$ cat src/rtl/tlr_pkg.sv
// ============================================================================
// tlr_pkg: shared types and constants for the tile-map layer renderer
// Store sizes, command codes, register indexes and the words that pass
// between the address, fetch and output sections.
// ============================================================================
package tlr_pkg;

   localparam int MAP_ENTRIES   = 4096;
   localparam int TILE_COUNT    = 256;
   localparam int SCREEN_WIDTH  = 320;
   localparam int TEXEL_ENTRIES = TILE_COUNT * 64;

   localparam int MAP_AW = $clog2(MAP_ENTRIES);
   localparam int TILE_W = $clog2(TILE_COUNT);
   localparam int TEX_AW = $clog2(TEXEL_ENTRIES);

   // floor(2^32 / TILE_COUNT), for tile number reduction
   localparam logic [31:0] TILE_RECIP = 32'(64'h1_0000_0000 / TILE_COUNT);

   localparam int SUM_W       = 11;
   localparam int MIDX_W      = 15;
   localparam int WRAP_STEPS  = 8;
   localparam int ADDR_STAGES = WRAP_STEPS + 2;
   localparam int FETCH_STAGES = 4;
   localparam int CSR_AW      = 5;

   typedef enum logic [1:0] {
      CMD_MAP_LOAD   = 2'd0,
      CMD_TEXEL_LOAD = 2'd1,
      CMD_RENDER     = 2'd2
   } tlr_cmd_type;

   localparam logic [2:0] REG_LAYER_ENABLE      = 3'd0;
   localparam logic [2:0] REG_MAP_WIDTH_TILES   = 3'd1;
   localparam logic [2:0] REG_MAP_HEIGHT_TILES  = 3'd2;
   localparam logic [2:0] REG_SCROLL_X          = 3'd3;
   localparam logic [2:0] REG_SCROLL_Y          = 3'd4;
   localparam logic [2:0] REG_TRANSPARENT_COLOR = 3'd5;

   typedef struct packed {
      logic [1:0]  cmd;
      logic [13:0] load_index;
      logic [15:0] load_value;
      logic [8:0]  screen_x;
      logic [7:0]  screen_y;
      logic [7:0]  under_color;
   } tlr_req_type;

   typedef struct packed {
      logic [7:0] pixel_color;
      logic       layer_drawn;
   } tlr_rsp_type;

   typedef struct packed {
      logic       layer_enable;
      logic [6:0] map_width_tiles;
      logic [6:0] map_height_tiles;
      logic [9:0] scroll_x;
      logic [9:0] scroll_y;
      logic [7:0] transparent_color;
   } tlr_cfg_type;

   typedef struct packed {
      tlr_cmd_type       cmd;
      logic              active;
      logic [13:0]       load_index;
      logic [15:0]       load_value;
      logic [7:0]        under;
      logic [SUM_W-1:0]  rx;
      logic [SUM_W-1:0]  ry;
      logic [MIDX_W-1:0] midx;
      logic              oob;
      logic [15:0]       raw;
      logic [15:0]       quo;
      logic [TEX_AW-1:0] taddr;
   } tlr_item_type;

endpackage

$ cat src/rtl/tlr_addr.sv
// ============================================================================
// tlr_addr: scroll, wrap and map index pipeline
// Adds scroll, wraps both coordinates with an eight-step restoring modulo
// pipeline, then forms the tile map index. Loads ride along unchanged.
// ============================================================================
module tlr_addr (
   input  logic                 clock,
   input  logic                 reset,
   input  tlr_pkg::tlr_cfg_type cfg,
   input  logic                 in_valid,
   input  tlr_pkg::tlr_req_type in_word,
   output logic                 in_ready,
   output logic                 out_valid,
   output tlr_pkg::tlr_item_type out_item,
   input  logic                 out_ready
);

   localparam int N = tlr_pkg::ADDR_STAGES;

   tlr_pkg::tlr_item_type item_ff [N];
   tlr_pkg::tlr_item_type item_in [N];
   logic                  valid_ff [N];
   logic                  valid_in [N];
   logic                  stage_ready [N];
   logic [9:0]            pw;
   logic [9:0]            ph;

   function automatic logic [tlr_pkg::SUM_W-1:0] mod_step(
      input logic [tlr_pkg::SUM_W-1:0] v,
      input logic [9:0]                span,
      input int                        k
   );
      logic [17:0] d;
      d = 18'(span) << k;
      if (18'(v) >= d) begin
         return v - tlr_pkg::SUM_W'(d);
      end
      return v;
   endfunction

   assign pw = {cfg.map_width_tiles, 3'b000};
   assign ph = {cfg.map_height_tiles, 3'b000};

   always_comb begin
      item_in[0]            = '0;
      item_in[0].cmd        = tlr_pkg::tlr_cmd_type'(in_word.cmd);
      item_in[0].load_index = in_word.load_index;
      item_in[0].load_value = in_word.load_value;
      item_in[0].under      = in_word.under_color;
      item_in[0].active     = cfg.layer_enable && (cfg.map_width_tiles != 7'd0)
                              && (cfg.map_height_tiles != 7'd0)
                              && (12'(in_word.screen_x) < 12'(tlr_pkg::SCREEN_WIDTH));
      item_in[0].rx = tlr_pkg::SUM_W'(in_word.screen_x) + tlr_pkg::SUM_W'(cfg.scroll_x);
      item_in[0].ry = tlr_pkg::SUM_W'(in_word.screen_y) + tlr_pkg::SUM_W'(cfg.scroll_y);
      valid_in[0]   = in_valid && (in_word.cmd == tlr_pkg::CMD_MAP_LOAD
                                   || in_word.cmd == tlr_pkg::CMD_TEXEL_LOAD
                                   || in_word.cmd == tlr_pkg::CMD_RENDER);
      for (int i = 1; i <= tlr_pkg::WRAP_STEPS; i++) begin
         valid_in[i]   = valid_ff[i-1];
         item_in[i]    = item_ff[i-1];
         item_in[i].rx = mod_step(item_ff[i-1].rx, pw, tlr_pkg::WRAP_STEPS - i);
         item_in[i].ry = mod_step(item_ff[i-1].ry, ph, tlr_pkg::WRAP_STEPS - i);
      end
      valid_in[N-1]     = valid_ff[N-2];
      item_in[N-1]      = item_ff[N-2];
      item_in[N-1].midx = tlr_pkg::MIDX_W'(14'(item_ff[N-2].ry[9:3])
                                            * 14'(cfg.map_width_tiles))
                          + tlr_pkg::MIDX_W'(item_ff[N-2].rx[9:3]);
   end

   always_comb begin
      stage_ready[N-1] = !valid_ff[N-1] || out_ready;
      for (int i = N - 2; i >= 0; i--) begin
         stage_ready[i] = !valid_ff[i] || stage_ready[i+1];
      end
   end

   always_ff @(posedge clock) begin
      for (int i = 0; i < N; i++) begin
         if (reset) begin
            valid_ff[i] <= 1'b0;
         end else if (stage_ready[i]) begin
            valid_ff[i] <= valid_in[i];
         end
      end
   end

   always_ff @(posedge clock) begin
      for (int i = 0; i < N; i++) begin
         if (stage_ready[i]) begin
            item_ff[i] <= item_in[i];
         end
      end
   end

   assign in_ready  = stage_ready[0];
   assign out_valid = valid_ff[N-1];
   assign out_item  = item_ff[N-1];

endmodule

$ cat config.mk
export PLATFORM = sky130hd
export DESIGN_NAME = tlr_addr
export DESIGN_NICKNAME = d
export VERILOG_FILES = /design/src/rtl/tlr_pkg.sv /design/src/rtl/tlr_addr.sv
export SDC_FILE = /design/constraint.sdc
export NUM_CORES = 1
export LEC_CHECK = 0
export ABC_AREA = 1
export BUFFER_PORTS_ARGS = -buffer_cell sky130_fd_sc_hd__buf_4
export CAP_MARGIN = 20
export CORE_UTILIZATION = 40
export DETAILED_ROUTE_END_ITERATION = 7
export SYNTH_ARGS = -nofsm -noshare
export SYNTH_HDL_FRONTEND = slang
export SYNTH_SLANG_ARGS = --single-unit
$ cat constraint.sdc
create_clock -name clock -period 6.35 [get_ports clock]
set_clock_uncertainty 0.05 [all_clocks]
set_input_delay 0.9525 -clock clock [delete_from_list [all_inputs] [get_ports clock]]
set_output_delay 0.9525 -clock clock [all_outputs]
set_load 0.05 [all_outputs]
==> out/qor.log <==
INFO  clocking       clock_latency=610ps
INFO  synth          synth_area_in_compound_gates=2.741%
INFO  setup_path     timing.critical_path.buf_inv=3
INFO  finish         drive_gt1_share=14.94%
INFO  synth          dominant_combinational_cell_family_by_area_after_synthesis=simple AND/OR/NAND/NOR gates
INFO  finish         layout.cells.most_common_list=sky130_fd_sc_hd__edfxtp_1, sky130_fd_sc_hd__nand2_1, sky130_fd_sc_hd__inv_1
INFO  worst_hold_path timing.hold.worst_path_depth=0
INFO  pwr            power_density_relative_to_cell_area=447.1mW/mm^2
INFO  clocking       cts_buffer_depth=3
INFO  worst_hold_path min_from=item_ff[3][99]$_DFFE_PP_
INFO  clocking       cts.reportedPaths.clkPinSlew=60ps
INFO  synth          yosysUniqueCellTypes=44
INFO  floorplan      floorplan.initialDensity=40.70%
INFO  pwr            clock_power_share=27.3%
INFO  synth          synth-edff-count=655
INFO  floorplan      floorplan.die.height=264.1um
INFO  finish         synthToLayoutAreaGrowth=16.31%
INFO  global_route   globalRoute.totalOverflow=0
INFO  synth          synth-seq-area-share=71.58%
INFO  synth          synth_top_flop_cell=sky130_fd_sc_hd__edfxtp_1
INFO  clocking       postCtsHoldBufs=0
INFO  setup_path     critical_path.cell_chain=nand2_1 -> fa_1 -> fa_1 -> inv_1 -> fa_1 -> inv_1 -> fa_1 -> inv_1 -> ha_1 -> a21oi_1 -> o21ai_0 -> nand2_1 -> nand3_1 -> xor2_1
INFO  synth          synth_area_leaders=sky130_fd_sc_hd__edfxtp_1, sky130_fd_sc_hd__ha_1, sky130_fd_sc_hd__nand2_1
INFO  pwr            p_leak=13.68nW
INFO  sta            relSlewSlack=35.00%
INFO  setup_path     critPathMostFrequentCell=sky130_fd_sc_hd__fa_1
INFO  synth          synth_xor_xnor_area_share=2.072%
INFO  setup_path     regToRegEndpoint=item_ff[9][60]$_DFFE_PP_
INFO  setup_path     cpPeakStageDelay=600ps
INFO  setup_path     start_kind=register
INFO  global_route   grt_max_degree=65
INFO  pwr            vdd_ir_max=305.8uV
INFO  setup_path     critical_path_peak_fanout=8
INFO  sta            worstMarginPinSlew=975.0ps
INFO  route          met3WireLength=2599um
INFO  outcome        outcome=finished clean
INFO  floorplan      chipWidth=264.1um
INFO  pwr            power_report.internal_total=0.009529W
INFO  synth          postSynthCellCount=1904
INFO  setup_path     path_class=reg -> reg
INFO  floorplan      die_area=0.06975mm^2
INFO  finish         final_common_cell=sky130_fd_sc_hd__edfxtp_1
INFO  global_route   grt_first_pass_wirelength=79230um
INFO  sta            timing.final.setup_violations=0
INFO  sta            clock.fmax=230.2MHz
INFO  route          dr_total_vias=14651
INFO  setup_path     worst-endpoint-arrival=4640ps
INFO  setup_path     timing.reg2reg.setup_slack=2010ps
INFO  clocking       h_tree_levels=3
INFO  setup_path     cp.required=6650ps
INFO  finish         fin_cells=3075
INFO  place          dp.cells=2952
INFO  route          detail_route.vias_per_cell=4.765
INFO  synth          mappedNetlistArea=0.02748mm^2
INFO  pwr            power.sequential.fraction=41.4%
INFO  sta            final_period_minus_worst_setup_slack=4344ps
INFO  global_route   globalRouteTotalUtil=14.59%
INFO  sta            period_share=68.41%
INFO  route          drt_iter0_drc=869
INFO  global_route   first_global_vias=15147
INFO  place          dp_hpwl=34340um
INFO  floorplan      rows=95
INFO  floorplan      io-pin-count=231
INFO  place          finalWeightedCongestion=0.8974
INFO  setup_path     critical_path.endpoint_type=register
INFO  route          drc=0
INFO  setup_path     r2r_start=item_ff[8][65]$_DFFE_PP_
INFO  sta            fin_setup_tns=0ps
INFO  worst_hold_path worst_hold_path_type=reg -> reg
INFO  sta            timing_hold_violations_final=0
INFO  sta            unrepaired_setup_endpoints_after_global_routing=no
INFO  clocking       cts-buffers-inserted=72
INFO  synth          synth.largest_area_cell=sky130_fd_sc_hd__edfxtp_1
INFO  finish         nNetsFinal=2427
INFO  floorplan      placeableCoreArea=0.06751mm^2
INFO  clocking       cts_setup_buffers=0
INFO  setup_path     crit_family=adder cells
INFO  synth          yosys.area_share.simple=9.717%
INFO  clocking       cts_tree=done
INFO  finish         antennaDiodeCount=0
INFO  worst_hold_path worst_hold_end=item_ff[4][99]$_DFFE_PP_
INFO  synth          mux_share_of_post_synthesis_cell_area=0%
INFO  clocking       post_cts.resized_instances=0
INFO  pwr            net_switching=0.004760W
INFO  pwr            power.share.combinational=31.2%
INFO  route          routed.top_layer=met5
INFO  place          buffer_ports.inserted=175
INFO  route          first_pass_drt_iterations=7
INFO  synth          postSynth.asyncResetShare=0%
INFO  route          dr_wl_met2=25610um
INFO  route          routed_wire_length_per_instance=16.35um
INFO  route          final_antenna_net_count=0
INFO  job            max_cap_violations=0
INFO  finish         layout.core_utilization=47.34%
INFO  synth          syn_area_per_cell=14.43um^2
INFO  synth          ys_ff_latch=655
INFO  setup_path     reg2reg_depth=14
INFO  route          routed_wirelength=50290um
INFO  pwr            p_sw_share=33.31%
INFO  clocking       cts_sinks=655
INFO  global_route   antenna_found_initial=2
INFO  sta            slew_viol_final=0
INFO  clocking       clk_root_buffer_cell=sky130_fd_sc_hd__clkbuf_16
INFO  synth          synthAdderAreaFrac=8.970%
INFO  route          drt-met1-wl=20250um
INFO  synth          synth.top_cell.area_share=71.58%
INFO  synth          ys_warn_count=0
INFO  setup_path     worst_path_max_delay_cell=sky130_fd_sc_hd__edfxtp_1
[per-stage QoR]
step / hold slack [ps] / cell area [um^2] / setup WS, ps / total power [W]
floorplan: 350.3 / 27660 / 13.61 / 0.009391
global placement: 350.2 / 29750 / 1458 / 0.01043
detailed placement: 354.5 / 29750 / 1444 / 0.01048
CTS: 349.6 / 31960 / 1969 / 0.01447
global route: 363.2 / 31960 / 1840 / 0.01524
finish: 357.0 / 31960 / 2006 / 0.01429
[sequential cells by signal, indices dropped and copies added (netlist names)]
name      flops
valid_ff     10
item_ff     645
[logic make-up (layout without fill, tap and decap cells)]
kind of cell	count (synthesis)	count (layout)
flops	655	655
simple gates	579	579
buf+inv	305	557
fa+ha+maj	170	170
compound gates	129	129
xor+xnor	65	65
other cells	1	47
[per-layer routing]
metal	up-vias	track usage [%]
met5	-	0
met1	7102	17.11
met4	4	6.348
li1	7105	-
met2	329	25.53
met3	111	3.337
[synthesized netlist by cell type, types with 2 or more instances]
master and number:
sky130_fd_sc_hd__a21o_1 4, sky130_fd_sc_hd__a21oi_1 54, sky130_fd_sc_hd__a31oi_1 4, sky130_fd_sc_hd__a31oi_4 2, sky130_fd_sc_hd__buf_2 3, sky130_fd_sc_hd__buf_4 47
sky130_fd_sc_hd__buf_6 3, sky130_fd_sc_hd__clkbuf_1 2, sky130_fd_sc_hd__edfxtp_1 655, sky130_fd_sc_hd__fa_1 45, sky130_fd_sc_hd__ha_1 125, sky130_fd_sc_hd__inv_1 248
sky130_fd_sc_hd__nand2_1 332, sky130_fd_sc_hd__nand2_2 4, sky130_fd_sc_hd__nand3_1 60, sky130_fd_sc_hd__nand3_2 10, sky130_fd_sc_hd__nand3b_1 5, sky130_fd_sc_hd__nand4_1 51
sky130_fd_sc_hd__nand4_2 2, sky130_fd_sc_hd__nand4_4 2, sky130_fd_sc_hd__nor2_1 69, sky130_fd_sc_hd__nor2_4 4, sky130_fd_sc_hd__nor3_1 16, sky130_fd_sc_hd__nor4_1 17
sky130_fd_sc_hd__o21ai_0 46, sky130_fd_sc_hd__o21ai_1 4, sky130_fd_sc_hd__o21ai_2 6, sky130_fd_sc_hd__o21bai_1 5, sky130_fd_sc_hd__xnor2_1 23, sky130_fd_sc_hd__xor2_1 42
[power by group through the flow]
stage / combinational [W] / clock, W / sequential [W]
floorplan: 0.00310 / 0 / 0.00629
CTS: 0.00450 / 0.00404 / 0.00593
global placement: 0.00444 / 0 / 0.00599
detailed placement: 0.00446 / 0 / 0.00602
global route: 0.00505 / 0.00420 / 0.00599
finish: 0.00446 / 0.00390 / 0.00592
[final cells by class]
type / count / area (um^2)
Fill cell: 5858 / 35560
Clock buffer: 83 / 1864
Multi-Input combinational cell: 990 / 6669
Timing Repair Buffer: 184 / 1381
Tap cell: 873 / 1092
Inverter: 250 / 940.9
Sequential cell: 655 / 19670
Clock inverter: 40 / 342.8
[worst register-to-register path, cell delays in order, from the launching register on]
cell,delay [ps]
sky130_fd_sc_hd__edfxtp_1,600
sky130_fd_sc_hd__nand2_1,150
sky130_fd_sc_hd__fa_1,520
sky130_fd_sc_hd__fa_1,540
sky130_fd_sc_hd__inv_1,50
sky130_fd_sc_hd__fa_1,520
sky130_fd_sc_hd__inv_1,50
sky130_fd_sc_hd__fa_1,530
sky130_fd_sc_hd__inv_1,40
sky130_fd_sc_hd__ha_1,350
sky130_fd_sc_hd__a21oi_1,200
sky130_fd_sc_hd__o21ai_0,140
sky130_fd_sc_hd__nand2_1,90
sky130_fd_sc_hd__nand3_1,80
sky130_fd_sc_hd__xor2_1,160
[worst max-delay path by stage]
stage / from / end / slack (ps) / depth (start not counted)
after global placement: cfg[41] / item_ff[9][60]$_DFFE_PP_ / 1460 / 15
after global routing: item_ff[8][66]$_DFFE_PP_ / item_ff[9][61]$_DFFE_PP_ / 1840 / 12
after floorplan: out_ready / item_ff[0][100]$_DFFE_PP_ / 10 / 6
after CTS: item_ff[8][65]$_DFFE_PP_ / item_ff[9][60]$_DFFE_PP_ / 1970 / 14
after detailed placement: cfg[41] / item_ff[9][60]$_DFFE_PP_ / 1440 / 15
final: item_ff[8][65]$_DFFE_PP_ / item_ff[9][60]$_DFFE_PP_ / 2010 / 14
Note: power is estimated with default switching activity, not from simulation.
